## src/rtl/u8u16_pkg.sv

```systemverilog
// Constants shared by the UTF-8 to 16-bit code unit decoder.
package u8u16_pkg;

    localparam int unsigned BYTE_W  = 8;
    localparam int unsigned UNIT_W  = 16;
    localparam int unsigned ACC_W   = 21;
    localparam int unsigned COUNT_W = 16;

    // Saturation point of the output byte count and the step per unit
    localparam logic [COUNT_W-1:0] COUNT_MAX  = 16'hFFFE;
    localparam logic [COUNT_W-1:0] COUNT_STEP = 16'd2;

    // Code point dropped while no unit has been emitted since reset or the last terminator
    localparam logic [ACC_W-1:0] CODE_SPACE = 21'h000020;

    // Lead byte classes
    typedef enum logic [2:0] {
        LEAD_ASCII,
        LEAD_TWO,
        LEAD_THREE,
        LEAD_FOUR,
        LEAD_BAD
    } t_lead;

    function automatic t_lead classify_lead(input logic [BYTE_W-1:0] b);
        t_lead cls;
        if (b[7] == 1'b0) begin
            cls = LEAD_ASCII;
        end else if (b[7:5] == 3'b110) begin
            cls = LEAD_TWO;
        end else if (b[7:4] == 4'b1110) begin
            cls = LEAD_THREE;
        end else if (b[7:4] == 4'b1111) begin
            cls = LEAD_FOUR;
        end else begin
            cls = LEAD_BAD;
        end
        return cls;
    endfunction

endpackage

```

## src/rtl/utf8_to_utf16_stream_decoder.sv

```systemverilog
// Top level: UTF-8 byte stream to 16-bit code unit decoder.
// An accepted byte beat is held in the input register, then its result in the output register.
// Throughput: one byte per cycle; a byte that yields a unit stalls while the result waits.
// Each byte is handled in one pass through the decode logic between the two registers.
// Reset (synchronous, active low) empties both stages and clears the decode state.
module utf8_to_utf16_stream_decoder
    import u8u16_pkg::*;
(
    input  logic               i_clk,
    input  logic               i_rst_n,
    input  logic               i_valid,
    output logic               o_ready,
    input  logic [BYTE_W-1:0]  i_data_byte,
    output logic               o_valid,
    input  logic               i_ready,
    output logic [UNIT_W-1:0]  o_code_unit,
    output logic [COUNT_W-1:0] o_byte_count,
    output logic               o_last,
    output logic               o_malformed
);

    // Input stage
    logic              r_in_valid;
    logic [BYTE_W-1:0] r_in_byte;

    // Decode state
    logic [1:0]         r_remaining, n_remaining;
    logic [ACC_W-1:0]   r_acc, n_acc;
    logic [COUNT_W-1:0] r_count, n_count;
    logic               r_discard, n_discard;

    // Output stage
    logic               r_out_valid;
    logic [UNIT_W-1:0]  r_out_unit, n_out_unit;
    logic [COUNT_W-1:0] r_out_count, n_out_count;
    logic               r_out_last, n_out_last;
    logic               r_out_bad, n_out_bad;

    logic               emit;
    logic               advance;
    logic               done;
    logic [ACC_W-1:0]   code;
    logic [ACC_W-1:0]   shifted;
    t_lead              lead;

    assign lead    = classify_lead(r_in_byte);
    assign shifted = {r_acc[ACC_W-7:0], r_in_byte[5:0]};

    // Decode one byte against the current state
    always_comb begin
        n_remaining = r_remaining;
        n_acc       = r_acc;
        n_count     = r_count;
        n_discard   = r_discard;
        n_out_unit  = '0;
        n_out_count = r_count;
        n_out_last  = 1'b0;
        n_out_bad   = 1'b0;
        emit        = 1'b0;
        done        = 1'b0;
        code        = '0;

        if (r_in_byte == '0) begin
            // terminator: report and return to the start state
            emit        = 1'b1;
            n_out_last  = 1'b1;
            n_out_bad   = r_discard | (r_remaining != 2'd0);
            n_remaining = '0;
            n_acc       = '0;
            n_count     = '0;
            n_discard   = 1'b0;
        end else if (!r_discard) begin
            if (r_remaining == 2'd0) begin
                unique case (lead)
                    LEAD_ASCII: begin
                        code = {{(ACC_W-BYTE_W){1'b0}}, r_in_byte};
                        done = 1'b1;
                    end
                    LEAD_TWO: begin
                        n_acc       = {{(ACC_W-5){1'b0}}, r_in_byte[4:0]};
                        n_remaining = 2'd1;
                    end
                    LEAD_THREE: begin
                        n_acc       = {{(ACC_W-4){1'b0}}, r_in_byte[3:0]};
                        n_remaining = 2'd2;
                    end
                    LEAD_FOUR: begin
                        n_acc       = {{(ACC_W-3){1'b0}}, r_in_byte[2:0]};
                        n_remaining = 2'd3;
                    end
                    default: begin
                        n_discard = 1'b1;
                    end
                endcase
            end else if (r_in_byte[7:6] != 2'b10) begin
                // broken sequence
                n_discard   = 1'b1;
                n_remaining = '0;
                n_acc       = '0;
            end else begin
                n_remaining = r_remaining - 2'd1;
                if (r_remaining == 2'd1) begin
                    code  = shifted;
                    n_acc = '0;
                    done  = 1'b1;
                end else begin
                    n_acc = shifted;
                end
            end

            // leading spaces are dropped
            if (done && !(r_count == '0 && code == CODE_SPACE)) begin
                emit        = 1'b1;
                n_count     = (r_count >= COUNT_MAX - COUNT_STEP) ? COUNT_MAX
                                                                  : r_count + COUNT_STEP;
                n_out_unit  = code[UNIT_W-1:0];
                n_out_count = n_count;
            end
        end
    end

    // Stage moves when its byte yields nothing or the output slot frees up
    assign advance = r_in_valid && (!emit || !r_out_valid || i_ready);
    assign o_ready = !r_in_valid || advance;

    // Control registers
    always_ff @(posedge i_clk) begin
        if (!i_rst_n) begin
            r_in_valid  <= 1'b0;
            r_out_valid <= 1'b0;
            r_remaining <= '0;
            r_acc       <= '0;
            r_count     <= '0;
            r_discard   <= 1'b0;
        end else begin
            if (o_ready) begin
                r_in_valid <= i_valid;
            end
            if (advance) begin
                r_remaining <= n_remaining;
                r_acc       <= n_acc;
                r_count     <= n_count;
                r_discard   <= n_discard;
            end
            if (advance && emit) begin
                r_out_valid <= 1'b1;
            end else if (i_ready) begin
                r_out_valid <= 1'b0;
            end
        end
    end

    // Payload registers
    always_ff @(posedge i_clk) begin
        if (o_ready && i_valid) begin
            r_in_byte <= i_data_byte;
        end
        if (advance && emit) begin
            r_out_unit  <= n_out_unit;
            r_out_count <= n_out_count;
            r_out_last  <= n_out_last;
            r_out_bad   <= n_out_bad;
        end
    end

    assign o_valid      = r_out_valid;
    assign o_code_unit  = r_out_unit;
    assign o_byte_count = r_out_count;
    assign o_last       = r_out_last;
    assign o_malformed  = r_out_bad;

endmodule
```

## config.mk

```make
export PLATFORM = sky130hd
export DESIGN_NAME = utf8_to_utf16_stream_decoder
export DESIGN_NICKNAME = d
export VERILOG_FILES = /design/src/rtl/u8u16_pkg.sv /design/src/rtl/utf8_to_utf16_stream_decoder.sv
export SDC_FILE = /design/constraint.sdc
export NUM_CORES = 1
export LEC_CHECK = 0
export BUFFER_PORTS_ARGS = -buffer_cell sky130_fd_sc_hd__buf_4
export CORE_ASPECT_RATIO = 1.75
export CORE_MARGIN = 2
export CORE_UTILIZATION = 50
export CTS_CLUSTER_SIZE = 8
export DETAILED_ROUTE_END_ITERATION = 16
export GPL_ROUTABILITY_DRIVEN = 0
export PLACE_DENSITY_LB_ADDON = 0.3
export SLEW_MARGIN = 20
export SYNTH_ARGS = -nofsm -noshare
export SYNTH_HDL_FRONTEND = slang
export SYNTH_SLANG_ARGS = --single-unit
```

## constraint.sdc

```tcl
create_clock -name i_clk -period 6.9 [get_ports i_clk]
set_clock_uncertainty 0.15 [all_clocks]
set_input_delay 1.38 -clock i_clk [delete_from_list [all_inputs] [get_ports i_clk]]
set_output_delay 1.38 -clock i_clk [all_outputs]
set_load 0.05 [all_outputs]
```

==> results of run 1 <==
worst max path at each step:
stage / from / end / slack [ns] / depth (start not counted)
final: r_remaining[0]$_SDFFE_PN0P_ / o_ready / 2.36 / 9
after detailed placement: r_remaining[0]$_SDFFE_PN0P_ / o_ready / 2.74 / 9
after CTS: r_remaining[0]$_SDFFE_PN0P_ / o_ready / 2.39 / 9
after floorplan: r_in_byte[4]$_DFFE_PP_ / o_ready / 2.94 / 6
after global placement: r_remaining[0]$_SDFFE_PN0P_ / o_ready / 2.86 / 9
after global routing: r_remaining[0]$_SDFFE_PN0P_ / o_ready / 2.19 / 9
state kept, by name, indices dropped and copies added, names as in the netlist:
name / flops
o_malformed: 1
o_last: 1
r_in_byte: 8
r_count: 16
o_code_unit: 16
r_acc: 15
r_remaining: 2
r_discard: 1
o_byte_count: 16
o_valid: 1
r_in_valid: 1
where the power goes:
part	total, mW	internal [mW]	switching, mW
Sequential	0.511	0.500	0.0103
Combinational	0.0896	0.0274	0.0622
Clock	0.577	0.399	0.179
layout make-up:
| class | instances | area (µm²) |
|---|---|---|
| multi-input cells | 285 | 1759 |
| well taps | 88 | 110.1 |
| inverters | 10 | 37.54 |
| flip-flops and latches | 78 | 1982 |
| clock inverters | 6 | 132.6 |
| fillers | 673 | 2939 |
| repair buffers | 49 | 367.9 |
| clock buffers | 10 | 239.0 |
cells in the mapped netlist, drive strengths merged (4+ instances only):
cell    count  area share, %
a21oi      33            4.5
a31oi       7            1.1
and2        8            1.3
and3       13            2.1
buf         7            1.0
clkbuf     16            1.5
dfxtp      36             19
edfxtp     42             33
inv         9           0.87
mux2i      14            3.6
nand2      67            6.5
nand3      15            1.9
nand4       9            1.5
nor2       26            2.7
nor2b       4           0.65
nor3        4           0.52
nor4       10            1.8
o21ai      16            2.1
or4         5            1.2
xor2        5            1.1
per-stage QoR:
stage	cell area (µm²)	setup WS (ns)	hold WS, ns
after floorplan	3879	2.936	0.2706
after global placement	4257	2.858	0.2937
after detailed placement	4257	2.745	0.3046
after CTS	4628	2.386	0.3139
after global routing	4628	2.191	0.3346
final	4628	2.359	0.3080
kinds of logic (layout without fill, tap and decap cells):
family                   after synthesis  count (layout)  synth area share [%]
AND/OR/NAND/NOR                      173             173                 22.94
AO/OA/AOI/OAI                         87              87                 15.97
flip-flops                            78              78                 51.10
buffers and inverters                 33              75                 3.548
multiplexers                          15              15                 3.903
XOR/XNOR                               7               7                 1.581
adder cells (fa/ha/maj)                3               3                0.9678
tightest hold or removal path, delay by kind of cell (launching register included):
family	cells	cell delay, ns
DFF	1	0.31
muxes	1	0.05
and+or+nand+nor	1	0.05
layer usage:
metal	track usage [%]	vias to the layer above	routed length [µm]
li1	-	1542	-
met1	23.79	1539	3379
met2	41.27	128	5299
met3	4.417	33	485
met4	14.74	0	399
met5	0	-	0
==> results by group, run 1 <==
Synthesis
  – Ys Warns: 0
  – Cells after Synth: 396
  – Synth Net Count: just over 400
  – Synth Area per Inst: between 9 and 10 µm²
  – Synthesized area: slightly below 4000 µm²
  – Synth async-reset ratio: 0%
  – Ys flop type: edfxtp_1
  – Seq/Total Area, Yosys: approximately half
  – Yosys reg bits: 78
  – Post-synth EDFFs: 42
  – Distinct cells, synth: 56

Route
  – Initial DRC Count: 351
  – Routed WL: 9564 µm
  – Antenna Nets Post-Route: 0
  – First-pass DRT Iterations: 5
  – Via count: 3242
  – # DRC: 0
  – Drt via density: 6.163
  – Drt wl/cell: about 18 µm

Setup path
  – Critical-path cell with the highest stage delay: ha_1
  – Crit path max-delay family: compound AO/OA/AOI/OAI gates
  – Startpoint Class: flop
  – Crit path max fanout: 18
  – Crit path DAT: 3.01 ns
  – Worst Setup End Kind: primary output
  – WP buf/inv: 3
  – WP data required: 5.37 ns
  – Worst r2r path cells: 7
  – Reg2reg end: o_code_unit[2]$_SDFFCE_PP0P_
  – Reg2Reg Launch Point: r_remaining[0]$_SDFFE_PN0P_
  – Setup CP Type: reg2out
  – Largest stage delay, worst path: between 0.5 and 0.6 ns
  – Critical Path Most Common Cell: inv_1
  – Crit path cell chain: inv_1 > ha_1 > and4bb_2 > o2bb2ai_1 > a2111oi_4 > a21oi_2 > o211a_1 > inv_1 > buf_4
  – Reg2reg setup slack: around 3.1 ns

Pwr
  – Cell Pwr Density: around 250 nW/µm²
  – Static Leak: 1.734 nW
  – Total power: 1.178 mW
  – VDD IR max: 0.1512 mV

GRT
  – Pin count of the biggest net entering global routing: 38
  – Global route overflow: 0
  – Vias in the first global route: just over 3000
  – Initial antenna violation count: 0
  – First-pass GRT wire length: 14900 µm
  – GRT Util Overall: between 20% and 30%

STA
  – Slew Viols, Final: 0
  – Slew margin rel.: a little over a third
  – Final hold vios: 0
  – Peak Freq: 220.2 MHz
  – Sum Neg Setup Slack: 0 ns
  – Min Tclk post-route: approximately 4.5 ns
  – RSZ-0062 raised after global routing: false
  – Worst-Margin Slew: 0.9561 ns
  – # setup viols final: 0
  – Final Cycle Share: approximately 66%

Clock tree
  – Hold_buf cts: 0
  – Clk sinks: 78
  – Root Driver: clkbuf_16
  – Clock buffer depth: 2
  – Total CTS buffers: 9
  – Clock transition at path regs: around 0.06 ns
  – H-tree Lvls: 3
  – Post CTS Setup Buffer Count: 0
  – Clk_lat worst skew: 0.34 ns
  – CTS tree: built
  – Resized cells post-CTS: 0

Die
  – Initial Util: roughly 51%
  – # rows: 42
  – Core Area: 7567 µm²
  – Die Span Y: approximately 120 µm
  – Die area: approximately 8500 µm²
  – Die W: between 70 and 80 µm
  – Num ports: 48

Worst hold path
  – Endpoint of the worst hold path: r_acc[14]$_SDFFE_PN0P_
  – Hold Path Class: reg2reg
  – Hold path depth: 2
  – Worst hold start: r_acc[14]$_SDFFE_PN0P_

Job
  – Max-cap violations: 0

Cells and area
  – Area Growth Syn to Fin: 19.32%
  – N_diodes: 0
  – Non-Filler Instances: between 500 and 600
  – Most frequent cells in the layout: nand2_1, buf_4, edfxtp_1
  – Layout cells sized above 1: 18.95%
  – Fin util: roughly three fifths
  – Final Net Count: around 450
  – Commonest non-fill, non-tap cell in the layout: nand2_1

Place
  – HPWL Detailed: about 6700 µm
  – Placed cells: 510
  – Port buffer count: 47

Status
  – Status: finished clean
(Power assumes the default switching activity.)
==> run 2: changes to the inputs <==
Settings changed: ABC_AREA from default to 1.
Clock period 6.9 ns to 4.2 ns, I/O delays scaled along.
==> run 2 against run 1 <==
Setup slack lost 2.0 ns. Combinational power rose to 3.1 times the previous value. Utilization is 2.7 points lower. Count of clock-buffer cells in the layout did not move. Largest power group is now sequential cells. Highest routed layer unchanged.
==> results by group, run 2 <==
Cells and area
  – Commonest non-fill, non-tap cell in the layout: nand2_1
  – Area Growth Syn to Fin: 15.41%
  – Most frequent cells in the layout: nand2_1, nor2_1, inv_1
  – Non-Filler Instances: 744 (+41%)
  – Layout cells sized above 1: 13.88% (-5.1 points)
  – N_diodes: 0 (unchanged)
  – Final Net Count: 637 (+42%)

Job
  – Max-cap violations: 0 (unchanged)

Route
  – # DRC: 0 (unchanged)
  – Drt wl/cell: 14.58 µm (-20%)
  – Initial DRC Count: 279 (-21%)
  – First-pass DRT Iterations: 7 (+2)
  – Drt via density: 5.384 (-13%)
  – Antenna Nets Post-Route: 0 (unchanged)
  – Routed WL: 10850 µm (+13%)
  – Via count: 4006 (+24%)

Setup path
  – Crit path max fanout: 17 (-1)
  – Reg2reg setup slack: 0.79 ns (-2.33 ns)
  – Crit path DAT: 2.82 ns (-0.19 ns)
  – Worst Setup End Kind: primary output
  – WP data required: 3.21 ns (-2.16 ns)
  – Worst r2r path cells: 15 (+8)
  – Startpoint Class: flop
  – Setup CP Type: reg2out
  – Crit path cell chain: inv_1 > ha_1 > inv_1 > nand2_1 > nor2_2 > nand2_1 > nand4_1 > nor2_1 > nand2_4 > nand2_8 > nand2_4 > nand3_1 > buf_4
  – Critical-path cell with the highest stage delay: ha_1
  – Largest stage delay, worst path: 0.51 ns (about the same)

Die
  – Die W: 74.39 µm (+5.4%)
  – Initial Util: 50.66% (-0.60 points)
  – Num ports: 48 (unchanged)
  – Die Span Y: 127.2 µm (+5.5%)
  – Die area: 9461 µm² (+11%)
  – # rows: 45 (+7.1%)
  – Core Area: 8558 µm² (+13%)

Clock tree
  – Clock buffer depth: 2 (unchanged)
  – Total CTS buffers: 9 (unchanged)
  – CTS tree: built
  – H-tree Lvls: 3 (unchanged)
  – Resized cells post-CTS: 0 (unchanged)
  – Root Driver: clkbuf_16
  – Clock transition at path regs: 0.06 ns (about the same)
  – Hold_buf cts: 0 (unchanged)
  – Clk sinks: 78 (unchanged)
  – Post CTS Setup Buffer Count: 0 (unchanged)
  – Clk_lat worst skew: 0.34 ns (about the same)

Pwr
  – VDD IR max: 0.2298 mV (+52%)
  – Static Leak: 2.217 nW (+28%)
  – Cell Pwr Density: 372.7 nW/µm² (+46%)

STA
  – Peak Freq: ~260 MHz
  – Slew Viols, Final: 0 (unchanged)
  – Final Cycle Share: about nine tenths
  – Worst-Margin Slew: 0.8379 ns (-0.1182 ns)
  – RSZ-0062 raised after global routing: false
  – Sum Neg Setup Slack: 0 ns (unchanged)
  – Min Tclk post-route: between 3 and 4 ns
  – Final hold vios: 0 (unchanged)
  – # setup viols final: 0 (unchanged)
  – Slew margin rel.: 44.02% (+7.9 points)

Synthesis
  – Synthesized area: 4335 µm² (+12%)
  – Seq/Total Area, Yosys: 45.71% (-5.4 points)
  – Synth Net Count: 600 (+46%)
  – Cells after Synth: 585 (+48%)
  – Synth Area per Inst: 7.411 µm² (-24%)
  – Synth async-reset ratio: 0% (unchanged)
  – Yosys reg bits: 78 (unchanged)
  – Post-synth EDFFs: 42 (unchanged)
  – Commonest cells in the synthesized netlist: nand2_1, nor2_1, inv_1
  – Ys flop type: edfxtp_1
  – Yosys top cell area share: 29.09% (-3.4 points)
  – Most frequent cell after synthesis: nand2_1
  – Ys Warns: 0 (unchanged)
  – Ranking of synthesized cells by area: edfxtp_1, dfxtp_1, nand2_1
  – Distinct cells, synth: 35 (-38%)
  – Dominant cell type by area after synthesis: edfxtp_1

GRT
  – Vias in the first global route: 3853 (+27%)
  – Global route overflow: 0 (unchanged)
  – First-pass GRT wire length: 17930 µm (+20%)
  – Pin count of the biggest net entering global routing: 33 (-13%)
  – Initial antenna violation count: 0 (unchanged)
  – GRT Util Overall: 24.76% (+1.8 points)

Status
  – Status: finished clean

Worst hold path
  – Hold path depth: 2 (unchanged)
  – Hold Path Class: reg2reg

Place
  – HPWL Detailed: 7884 µm (+18%)
  – Port buffer count: 47 (unchanged)
  – Placed cells: 728 (+43%)
==> run 2: cell types whose count changed after synthesis, moves of 7 or more <==
cell | previous run | this run
mux2i_1 | 14 | 0
a21oi_1 | 30 | 16
nand3_1 | 15 | 55
and2_1 | 8 | 0
o21ai_0 | 16 | 27
and3_1 | 13 | 0
nor2_1 | 25 | 87
inv_1 | 9 | 69
nand2_1 | 67 | 157
nand4_1 | 9 | 19
nor4_1 | 9 | 2
==> run 2: report_power, final <==
part	internal (mW)	switching, mW
sequential	0.843	0.0369
combinational	0.0841	0.197
clock	0.397	0.306
==> run 2: worst max-delay path: cells and delay by family (launching register included) <==
kind	cells	cell delay, ns
simple gates	9	1.11
fa+ha+maj	1	0.51
buf+inv	3	0.54
flops	1	0.32
==> run 2: logic make-up (layout without fill, tap and decap cells) <==
family,after synthesis,count (layout),share of synthesized area (%)
AOI/OAI and AO/OA,58,58,7.677
xor gates and xnor gates,3,3,0.6062
adders and majority gates,3,3,0.8659
buffers and inverters,96,138,9.149
DFF,78,78,45.71
and+or+nand+nor,347,347,35.99
==> run 2: area by class of cell <==
cell class,instances,area [µm²]
clock inverter,6,38.79
timing repair buffer,50,375.4
inverter,72,270.3
sequential,78,1982
fill,807,3555
multi-input combinational,411,1962
clock buffer,10,229.0
tap,117,146.4
==> run 2: path summary, 6_finish.rpt <==
path / endpoint / from
hold reg to reg: r_count[0]$_SDFFE_PN0P_ / r_count[0]$_SDFFE_PN0P_
setup reg to reg: r_acc[3]$_SDFFE_PN0P_ / r_remaining[0]$_SDFFE_PN0P_
setup / recovery: o_ready / r_remaining[0]$_SDFFE_PN0P_
hold / removal: r_count[0]$_SDFFE_PN0P_ / r_count[0]$_SDFFE_PN0P_
==> run 2: per-layer routing <==
metal  routed length [µm]  part of all wire, %  GRT usage, %  vias up
li1                     -                    -             -     1979
met5                    0                    0             0        -
met1                 3940                   36         26.02     1853
met2                 5762                   53         42.58      127
met3                  427                  3.9         4.101       47
met4                  715                  6.6         18.17        0
==> run 2: per-stage QoR <==
step | hold WS, ns | cell area, µm² | utilization, % | power (mW) | worst slack (ns)
after CTS | 0.3326 | 4999 | 58.41 | 1.872 | 0.4227
after detailed placement | 0.3174 | 4731 | 55.28 | 1.172 | 0.8008
after global placement | 0.3047 | 4731 | 55.28 | 1.168 | 0.8838
after floorplan | 0.2890 | 4335 | - | 1.099 | 1.239
final | 0.3289 | 5004 | 58.46 | 1.865 | 0.3919
after global routing | 0.3438 | 5004 | 58.46 | 1.940 | 0.1137
